[src/sv/blps_pkg.sv]
`timescale 1ns / 1ps
`default_nettype none

package blps_pkg;

  typedef enum logic {
    OP_WRITE = 1'b0,
    OP_READ  = 1'b1
  } opcode_t;

  typedef enum logic {
    STATUS_OK    = 1'b0,
    STATUS_RANGE = 1'b1
  } status_t;

  typedef enum logic {
    REG_LED_COUNT       = 1'b0,
    REG_FOUR_COLOR_MASK = 1'b1
  } reg_index_t;

  localparam int unsigned LED_COUNT_W    = 11;
  localparam int unsigned MASK_W         = 32;
  localparam int unsigned COLOR_W        = 32;
  localparam int unsigned BASE_W         = 15;
  localparam logic [10:0] LED_COUNT_RST  = 11'd1024;
  localparam logic [4:0]  LAST_BIT_FOUR  = 5'd31;
  localparam logic [4:0]  LAST_BIT_THREE = 5'd23;

  typedef struct packed {
    opcode_t     opcode;
    logic [4:0]  channel;
    logic [9:0]  led_index;
    logic [31:0] color_value;
  } req_t;

  typedef struct packed {
    logic [31:0] read_color;
    status_t     status;
  } rsp_t;

  typedef enum logic [2:0] {
    ST_CLEAR,
    ST_IDLE,
    ST_RUN,
    ST_DRAIN,
    ST_DONE
  } state_t;

  typedef struct packed {
    logic load;
    logic rd_issue;
    logic clear;
  } ctrl_cmd_t;

  typedef struct packed {
    logic req_err;
    logic last_issue;
    logic clr_last;
  } ctrl_sts_t;

endpackage

`default_nettype wire

[src/sv/blps_ctrl.sv]
`timescale 1ns / 1ps
`default_nettype none

module blps_ctrl (
  input  wire logic               clk,
  input  wire logic               rst,
  input  wire logic               start,
  input  wire blps_pkg::ctrl_sts_t sts,
  output blps_pkg::ctrl_cmd_t     cmd,
  output logic                    busy,
  output logic                    done
);

  blps_pkg::state_t state, state_next;

  always_ff @(posedge clk) begin
    if (rst) begin
      state <= blps_pkg::ST_CLEAR;
    end else begin
      state <= state_next;
    end
  end

  always_comb begin
    state_next   = state;
    cmd          = '0;
    busy         = 1'b1;
    done         = 1'b0;
    unique case (state)
      blps_pkg::ST_CLEAR: begin
        cmd.clear = 1'b1;
        if (sts.clr_last) begin
          state_next = blps_pkg::ST_IDLE;
        end
      end
      blps_pkg::ST_IDLE: begin
        busy = 1'b0;
        if (start) begin
          cmd.load   = 1'b1;
          state_next = sts.req_err ? blps_pkg::ST_DONE : blps_pkg::ST_RUN;
        end
      end
      blps_pkg::ST_RUN: begin
        cmd.rd_issue = 1'b1;
        if (sts.last_issue) begin
          state_next = blps_pkg::ST_DRAIN;
        end
      end
      blps_pkg::ST_DRAIN: begin
        state_next = blps_pkg::ST_DONE;
      end
      blps_pkg::ST_DONE: begin
        busy = 1'b0;
        done = 1'b1;
        if (start) begin
          cmd.load   = 1'b1;
          state_next = sts.req_err ? blps_pkg::ST_DONE : blps_pkg::ST_RUN;
        end else begin
          state_next = blps_pkg::ST_IDLE;
        end
      end
      default: begin
        state_next = blps_pkg::ST_CLEAR;
      end
    endcase
  end

endmodule

`default_nettype wire

[config.mk]
export PLATFORM = sky130hd
export DESIGN_NAME = blps_ctrl
export DESIGN_NICKNAME = d
export VERILOG_FILES = /design/src/sv/blps_pkg.sv /design/src/sv/blps_ctrl.sv
export SDC_FILE = /design/constraint.sdc
export NUM_CORES = 1
export LEC_CHECK = 0
export BUFFER_PORTS_ARGS = -buffer_cell sky130_fd_sc_hd__buf_2
export CAP_MARGIN = 20
export CORE_AREA = 2 2 39 41
export DETAILED_ROUTE_END_ITERATION = 12
export DIE_AREA = 0 0 41 43
export PLACE_DENSITY = 0.45
export SYNTH_ARGS = -nofsm -noshare
export SYNTH_HDL_FRONTEND = slang
export SYNTH_SLANG_ARGS = --single-unit
[constraint.sdc]
create_clock -name clk -period 1.3 [get_ports clk]
set_input_delay 0.065 -clock clk [delete_from_list [all_inputs] [get_ports clk]]
set_output_delay 0.065 -clock clk [all_outputs]
set_load 0.02 [all_outputs]
==> reports/metrics.csv, run 1 <==
stage,metric,value,unit
worst_setup_path,crit path max fanout,4,
route,number of routed nets with antenna violations,0,
timing,total negative slack,0,ps
grt,total congestion overflow,0,
grt,global-route total usage across every layer,0.0981,
finish,max FFs per register,3,
synthesis,"area leader, netlist",dfxtp_1,
clocking,clock buffer depth,2,
synthesis,Syn Area/Cell,7.75,µm²
floorplanning,Chip Height,43,µm
power_and_ir_drop,Leakage Power,0.199,nW
synthesis,Synth warnings,0,
finish,fin cells,70,
floorplanning,IO Count,11,
clocking,Num CTS Buffers,3,
power_and_ir_drop,Sequential Power Share,0.277,
place,Final GP Congestion,0.714,
clocking,CTS tree,yes,
worst_setup_path,r2r startpoint,state[2],
place,IO Port Bufs,10,
route,via count,327,
floorplanning,FP Rows,14,
timing,fin. max-slew vios,0,
clocking,CTS H-Tree Depth,1,
power_and_ir_drop,Internal,0.000272,W
min_path,Hold EP,state[0],
grt,largest net degree at the start of global routing,11,
worst_setup_path,CP Launch Type,flip-flop,
timing,f_max,774,MHz
finish,"most common cell after layout, fill and taps aside",buf_2,
power_and_ir_drop,worst vdd ir,0.302,mV
timing,slew at the pin closest to its max-slew limit,258,ps
finish,Top reg by flops,state,
clocking,clk sinks,3,
synthesis,synthesized netlist cell count,36,
synthesis,Netlist Area Pre-Place,279,µm²
floorplanning,die width,41,µm
route,Vias/cell,4.67,
synthesis,"Primary FF master, synth",dfxtp_1,
min_path,hold path cells,3,
worst_setup_path,CP endpoint kind,primary output,
floorplanning,core box area,0.00138,mm²
synthesis,register area share after synthesis,0.215,
grt,first-pass GRT wire length,1.17,mm
route,"wirelength, routed",703,µm
finish,share of cells above drive strength 1,0.463,
timing,RSZ-0062 raised after global routing,yes,
worst_setup_path,FF-to-FF setup slack,210,ps
timing,minimum clock period,1290,ps
synthesis,Netlist cell types,24,
synthesis,ranking of synthesized cells by area,"dfxtp_1 (22%), buf_6 (8.1%), nor2_1 (8.1%)",
min_path,worst hold start,sts[1],
synthesis,Yosys top cell area share,0.215,
route,Pre-antenna DRT Iters,2,
timing,Min Hold Slack,64.8,ps
finish,most frequent cells in the layout,"buf_2 (9), nor2_1 (6), buf_4 (6)",
clocking,"CTS clk-pin slew, worst paths",40,ps
floorplanning,Starting Density,0.202,
run_status,status,finished clean,
timing,Final Skew,5.65,ps
timing,"Period Utilization, post-route",0.993,
finish,area grow syn2layout,51.6,%
synthesis,"flops & latches, synth",3,
synthesis,ys async rst share,0,
timing,Final Hold Fails,0,
finish,Top Registers,state: 3 flops,
finish,Total Nets Final,61,
route,DRC,0,
min_path,Hold Crit Class,in -> reg,
synthesis,"EDFF count, synth",0,
floorplanning,die footprint,0.00176,mm²
finish,final instance area,423,µm²
run,max-cap check violation count,0,
power_and_ir_drop,Net Switching,0.000127,W
place,post-DP HPWL,555,µm
route,1st-iter DRT viols,10,
finish,n_diodes,0,
clocking,"Clk Latency, worst-skew pair",240,ps
power_and_ir_drop,P per Cell Area,944,mW/mm²
timing,Rel. slew slack,0.827,
finish,final core occ,0.306,
worst_setup_path,worst reg-to-reg path cell count,4,
worst_setup_path,worst path required time,1240,ps
grt,antenna violations before repair,0,
clocking,root buffer cell,clkbuf_4,
worst_setup_path,reg2reg end,state[0],
power_and_ir_drop,switching portion of total power,0.318,
worst_setup_path,WS Path Type,reg -> out,
synthesis,Post-Synthesis Net Count,42,
grt,vias in the first global route,287,
worst_setup_path,Worst EP arrival,1230,ps
power_and_ir_drop,Clk pwr share,0.432,
place,dpl cell area,349,µm²
power_and_ir_drop,Comb power frac,0.291,
place,Cell Count Post-Placement,63,
route,DR WL/cell,10.0,µm
timing,"Setup violations, final",0,
==> cells in the mapped netlist, drive strengths merged (2+ instances only) <==
cell / n
inv: 2
dfxtp: 3
a21oi: 2
buf: 3
nor2: 6
nand2b: 2
nor3b: 2
nor2b: 2
nor3: 2
==> power by group through the flow <==
stage	clock network (W)	logic, W	registers [W]
5_1_grt	0.000189	0.000128	0.000112
4_1_cts	0.000181	0.000108	0.000111
6_report	0.000172	0.000116	0.000111
3_3_place_gp	0	0.000105	0.000112
3_5_place_dp	0	0.000103	0.000112
2_1_floorplan	0	0.0000813	0.000102
==> cell families (layout without fill, tap and decap cells) <==
logic type             count (synthesis)  in the layout  share of synthesized area
AND/OR/NAND/NOR                       19             19                      0.417
flip-flops                             3              3                      0.215
buffers and inverters                  5             23                      0.135
AO/OA/AOI/OAI                          9              9                      0.233
==> through the flow <==
stage / worst slack, ps / total power (W)
floorplan: 110 / 0.000183
global placement: 98.9 / 0.000216
detailed placement: 63.0 / 0.000216
CTS: 6.52 / 0.000400
global route: -37.7 / 0.000429
finish: 8.80 / 0.000399
==> what timing repair did <==
item | in CTS | in global routing
resized for setup | 3 | 5
hold buffers | 1 | 0
endpoints found under the setup margin | 4 | 2
buffers inserted | 0 | 2
pin swaps | 0 | 2
hold endpoints to repair | 1 | 0
==> per-layer routing <==
| layer | share of wire | GRT usage | vias up |
|---|---|---|---|
| met5 | 0 | 0 | - |
| met4 | 0.034 | 0.0600 | 0 |
| met3 | 0.060 | 0.0157 | 2 |
| met2 | 0.42 | 0.138 | 11 |
| met1 | 0.48 | 0.134 | 147 |
| li1 | - | - | 167 |
==> final cells by class <==
cell class,count,area (µm²)
Clock buffer,4,26.3
Fill cell,153,961
Inverter,2,7.51
Multi-Input combinational cell,28,189
Sequential cell,3,68.8
Tap cell,16,20.0
Timing Repair Buffer,17,111
==> worst max-delay path, stage by stage, from the launching register on <==
cell      delay, ps
dfxtp_2         310
buf_6           120
nand2b_4        130
a21o_1          180
nor2_1          100
buf_4           140
==> worst max path at each step <==
stage	startpoint	endpoint
2_1_floorplan	state[0]	cmd[2]
3_3_place_gp	state[0]	state[2]
3_5_place_dp	state[0]	state[1]
4_1_cts	state[2]	cmd[2]
5_1_grt	state[2]	cmd[2]
6_report	state[2]	cmd[2]
No activity file was read; power rests on OpenSTA's default activity.
==> run 2: changes to the inputs <==
--- a/config.mk
+++ b/config.mk
@@ -13,2 +13,3 @@
 export PLACE_DENSITY = 0.45
+export RECOVER_POWER = 50
 export SYNTH_ARGS = -nofsm -noshare
--- a/constraint.sdc
+++ b/constraint.sdc
@@ -3,2 +3,2 @@
 set_output_delay 0.065 -clock clk [all_outputs]
-set_load 0.02 [all_outputs]
+set_load 0.005 [all_outputs]
==> run 2 against run 1 <==
- sequential share of layout area increased by 0.13 points
- die area did not move
- clock power about the same
- cell count decreased by 2.9%
- sequential power barely moved
- critical path type unchanged
- combinational power is 20% lower
- worst setup slack better by 57 ps
- highest routed layer unchanged
- power down 5.9%
==> reports/metrics.csv, run 2 (same netlist as run 1, synthesis figures left out) <==
stage,metric,value,unit
grt,vias in the first global route,287,
place,post-DP HPWL,555,µm
clocking,CTS tree,yes,
floorplanning,IO Count,11,
finish,max FFs per register,3,
floorplanning,die footprint,0.00176,mm²
clocking,CTS H-Tree Depth,1,
timing,Min Hold Slack,65.5,ps
floorplanning,die width,41,µm
place,Final GP Congestion,0.714,
worst_setup_path,r2r startpoint,state[2],
worst_setup_path,WS Path Type,reg -> out,
timing,minimum clock period,1230,ps
route,1st-iter DRT viols,4,
power_and_ir_drop,P per Cell Area,947,mW/mm²
clocking,clk sinks,3,
grt,global-route total usage across every layer,0.0981,
power_and_ir_drop,Net Switching,0.000111,W
clocking,"CTS clk-pin slew, worst paths",40,ps
timing,Rel. slew slack,0.826,
route,via count,315,
place,IO Port Bufs,10,
grt,first-pass GRT wire length,1.17,mm
timing,Final Skew,6.09,ps
route,Vias/cell,4.63,
clocking,post-CTS setup buffers,0,
worst_setup_path,FF-to-FF setup slack,200,ps
route,DRC,0,
route,number of routed nets with antenna violations,0,
grt,antenna violations before repair,0,
timing,"Setup violations, final",0,
finish,"most common cell after layout, fill and taps aside",buf_2,
power_and_ir_drop,Internal,0.000265,W
clocking,"Clk Latency, worst-skew pair",240,ps
clocking,Num CTS Buffers,3,
timing,Final Hold Fails,0,
run_status,status,finished clean,
finish,Total Nets Final,59,
grt,total congestion overflow,0,
clocking,root buffer cell,clkbuf_4,
timing,slew at the pin closest to its max-slew limit,260,ps
grt,largest net degree at the start of global routing,11,
route,DR WL/cell,10.3,µm
power_and_ir_drop,Comb power frac,0.247,
power_and_ir_drop,overall power,0.000376,W
clocking,clock buffer depth,2,
worst_setup_path,CP endpoint kind,primary output,
floorplanning,Chip Height,43,µm
power_and_ir_drop,Clk pwr share,0.455,
floorplanning,FP Rows,14,
finish,share of cells above drive strength 1,0.385,
floorplanning,core box area,0.00138,mm²
timing,RSZ-0062 raised after global routing,no,
power_and_ir_drop,Leakage Power,0.182,nW
timing,total negative slack,0,ps
timing,f_max,810,MHz
min_path,worst hold start,sts[1],
power_and_ir_drop,Sequential Power Share,0.297,
worst_setup_path,reg2reg end,state[0],
timing,"Period Utilization, post-route",0.949,
worst_setup_path,CP Launch Type,flip-flop,
min_path,hold path cells,3,
finish,n_diodes,0,
worst_setup_path,worst path required time,1240,ps
min_path,Hold EP,state[0],
worst_setup_path,worst reg-to-reg path cell count,4,
min_path,Hold Crit Class,in -> reg,
finish,most frequent cells in the layout,"buf_2 (9), nor2_1 (6), clkbuf_4 (3), clkbuf_1 (3)",
route,Pre-antenna DRT Iters,2,
route,"wirelength, routed",698,µm
finish,area grow syn2layout,42.2,%
worst_setup_path,Worst EP arrival,1170,ps
run,max-cap check violation count,0,
power_and_ir_drop,switching portion of total power,0.295,
worst_setup_path,crit path max fanout,5,
finish,Top reg by flops,state,
power_and_ir_drop,worst vdd ir,0.299,mV
floorplanning,Starting Density,0.202,
finish,fillcell total,154,
finish,Top Registers,state: 3 flops,
timing,fin. max-slew vios,0,
==> run 2: cell count changes in the layout (fill, tap and decap cells not counted) <==
cell      delta
dfxtp_4      -1
dfxtp_1      +1
clkbuf_1     +2
buf_4        -4
==> run 2: worst max-delay path by stage <==
stage	start	end	slack (ps)	cells after the start
floorplan	state[0]	state[2]	280	4
global placement	state[0]	state[2]	100	3
detailed placement	state[0]	state[1]	60	3
CTS	state[2]	cmd[2]	50	5
global route	state[2]	cmd[2]	10	5
finish	state[2]	cmd[2]	70	5
==> run 2: worst max-delay path, cell delays in order (launching register included) <==
cell and delay (ps):
dfxtp_1 310, buf_6 130, nand2b_4 150, a21o_1 160, nor2_1 70, buf_2 110
==> run 2: metal layers <==
| layer | vias up | global-route usage | wire length (µm) | share of wire |
|---|---|---|---|---|
| met5 | - | 0 | 0 | 0 |
| met4 | 0 | 0.0600 | 24 | 0.034 |
| met1 | 139 | 0.134 | 343 | 0.49 |
| met2 | 11 | 0.138 | 287 | 0.41 |
| li1 | 163 | - | - | - |
| met3 | 2 | 0.0157 | 43 | 0.062 |
==> run 2: what timing repair did <==
item | in CTS | in global routing
hold endpoints to repair | 1 | 0
setup endpoints to repair | 2 | 2
gates resized for setup | 2 | 3
hold buffers | 1 | 0
pin swaps | 0 | 0
==> run 2: cell type report <==
class	instances	area (µm²)	area share
Multi-Input combinational cell	28	189	0.476
Timing Repair Buffer	15	88.8	0.224
Sequential cell	3	65.1	0.164
Clock buffer	4	26.3	0.0662
Tap cell	16	20.0	0.0505
Inverter	2	7.51	0.0189
==> run 2: stage by stage <==
step	cells	util	setup slack (ps)	instance area, µm²
global placement	63	0.252	98.9	349
CTS	68	0.280	46.2	388
finish	68	0.287	66.2	397
floorplan	36	-	283	279
global route	68	0.287	12.1	397
detailed placement	63	0.252	63.0	349
==> run 2: power groups by stage <==
stage | Clock (W) | Combinational (W) | Sequential (W)
after global placement | 0 | 0.0000898 | 0.000112
after CTS | 0.000181 | 0.0000917 | 0.000111
final | 0.000171 | 0.0000929 | 0.000112
after global routing | 0.000189 | 0.000103 | 0.000114
after detailed placement | 0 | 0.0000886 | 0.000112
after floorplan | 0 | 0.0000668 | 0.000102
==> run 3: changes to the inputs <==
- PLACE_DENSITY: 0.45 -> 0.43
- SLEW_MARGIN: not set -> 20
==> run 3 against run 2 <==
- hold slack gained 19 ps
- non-clock buffer count down 2
- utilization fell by 1.1 points
- flip-flop and latch count did not move
- clock skew is 4.8 ps lower
- clock power down 2%
- cell count is 2.9% lower
- sequential power is essentially flat
- clock-buffer cell count stayed put
- design area down 3.8%
- power fell by 2.2%
- die area stayed put
==> reports/metrics.csv, run 3 (same netlist as run 1, synthesis figures left out) <==
stage,metric,value,unit
run_status,status,finished clean,
timing,"Setup violations, final",0,
place,post-DP HPWL,548,µm
power_and_ir_drop,P per Cell Area,963,mW/mm²
power_and_ir_drop,worst vdd ir,0.427,mV
route,Vias/cell,4.58,
clocking,root buffer cell,clkbuf_4,
grt,first-pass GRT wire length,1.14,mm
clocking,clk sinks,3,
finish,share of cells above drive strength 1,0.380,
worst_setup_path,Stages on worst setup path,4,
power_and_ir_drop,switching portion of total power,0.292,
grt,global-route total usage across every layer,0.0952,
grt,largest net degree at the start of global routing,12,
timing,"Period Utilization, post-route",0.968,
worst_setup_path,worst reg-to-reg path cell count,3,
min_path,worst hold start,sts[1],
worst_setup_path,CP endpoint kind,primary output,
grt,total congestion overflow,0,
worst_setup_path,WS Path Type,reg -> out,
place,IO Port Bufs,10,
route,DRC,0,
worst_setup_path,CP Launch Type,flip-flop,
timing,slew at the pin closest to its max-slew limit,298,ps
clocking,clock buffer depth,2,
timing,final worst slack,41.6,ps
clocking,Num CTS Buffers,3,
power_and_ir_drop,Clk pwr share,0.454,
worst_setup_path,worst setup path end,cmd[2],
timing,minimum clock period,1260,ps
finish,most frequent cells in the layout,"buf_2 (10), nor2_1 (6), clkbuf_4 (3)",
clocking,CTS H-Tree Depth,1,
route,"wirelength, routed",688,µm
worst_setup_path,r2r startpoint,state[1],
worst_setup_path,Worst path slowest cell,dfxtp_2,
timing,RSZ-0062 raised after global routing,yes,
power_and_ir_drop,Leakage Power,0.173,nW
finish,n_diodes,0,
worst_setup_path,cell family with most CP delay,flip-flops,
floorplanning,die width,41,µm
clocking,"CTS clk-pin slew, worst paths",40,ps
floorplanning,Chip Height,43,µm
worst_setup_path,Critical path origin,state[0],
worst_setup_path,FF-to-FF setup slack,130,ps
clocking,CTS tree,yes,
worst_setup_path,reg2reg end,state[2],
clocking,"Clk Latency, worst-skew pair",230,ps
power_and_ir_drop,Comb power frac,0.243,
worst_setup_path,Worst path max stage delay,360,ps
min_path,Hold Crit Class,in -> reg,
floorplanning,die footprint,0.00176,mm²
grt,antenna violations before repair,0,
worst_setup_path,critical-path cell list,"nand2b_1, a21o_1, nor2_1, buf_2",
timing,fin. max-slew vios,0,
run,max-cap check violation count,0,
worst_setup_path,crit path max fanout,7,
place,pre-CTS setup slack,139,ps
clocking,post-CTS setup buffers,0,
timing,Final Skew,1.30,ps
finish,"most common cell after layout, fill and taps aside",buf_2,
floorplanning,IO Count,11,
finish,Top reg by flops,state,
worst_setup_path,worst path required time,1240,ps
route,number of routed nets with antenna violations,0,
floorplanning,core box area,0.00138,mm²
finish,Total Nets Final,57,
timing,Rel. slew slack,0.801,
finish,area grow syn2layout,36.8,%
route,via count,302,
worst_setup_path,worst path bufs/invs,1,
timing,Min Hold Slack,84.4,ps
worst_setup_path,Worst EP arrival,1190,ps
timing,f_max,795,MHz
grt,vias in the first global route,280,
floorplanning,FP Rows,14,
finish,max FFs per register,3,
timing,total negative slack,0,ps
power_and_ir_drop,Net Switching,0.000107,W
route,1st-iter DRT viols,1,
place,Final GP Congestion,0.673,
finish,Top Registers,state: 3 flops,
route,DR WL/cell,10.4,µm
power_and_ir_drop,Internal,0.000260,W
route,Pre-antenna DRT Iters,2,
power_and_ir_drop,Sequential Power Share,0.303,
floorplanning,Starting Density,0.202,
timing,Final Hold Fails,0,
## run 3: layer usage
metal  GRT usage  up-vias  routed length, µm
met1       0.125      128                344
met4      0.0200        0                  0
li1            -      163                  -
met2       0.122       11                274
met3      0.0733        0                 68
met5           0        -                  0
## run 3: stage by stage
stage / util / power (W) / area [µm²] / instances
5_1_grt: 0.276 / 0.000396 / 382 / 66
3_3_place_gp: 0.241 / 0.000199 / 334 / 61
4_1_cts: 0.269 / 0.000373 / 373 / 66
2_1_floorplan: - / 0.000168 / 279 / 36
3_5_place_dp: 0.241 / 0.000198 / 334 / 61
6_report: 0.276 / 0.000367 / 382 / 66
## run 3: cell type report
type	instances	area, µm²
timing repair buffer	13	75.1
inverter	2	7.51
fill	156	1000
clock buffer	4	26.3
multi-input combinational	28	188
tap	16	20.0
sequential	3	65.1
## run 3: worst min-delay path by stage
stage / endpoint / cells past startpoint / slack, ps
after global placement: state[0] / 2 / 250
after detailed placement: state[0] / 2 / 240
after global routing: state[0] / 3 / 90
after floorplan: state[0] / 1 / 130
after CTS: state[0] / 3 / 80
final: state[0] / 3 / 80
## run 3: what timing repair did
| action | 4_1_cts | 5_1_grt |
|---|---|---|
| hold endpoints to repair | 1 | 0 |
| resized for setup | 2 | 2 |
| pin swaps | 0 | 0 |
| endpoints found under the setup margin | 1 | 2 |
| hold buffers | 1 | 0 |
## run 3: worst reg2reg max path, delay by kind of cell, from the launching register on
kind	cells	cell delay [ps]
flops	1	470
simple gates	2	360
compound gates	1	230
## run 3: power by group through the flow
stage	clock network, W	logic, W	registers (W)
2_1_floorplan	0	0.0000668	0.000102
5_1_grt	0.000183	0.000100	0.000113
3_3_place_gp	0	0.0000872	0.000112
3_5_place_dp	0	0.0000866	0.000111
6_report	0.000167	0.0000893	0.000111
4_1_cts	0.000173	0.0000894	0.000111
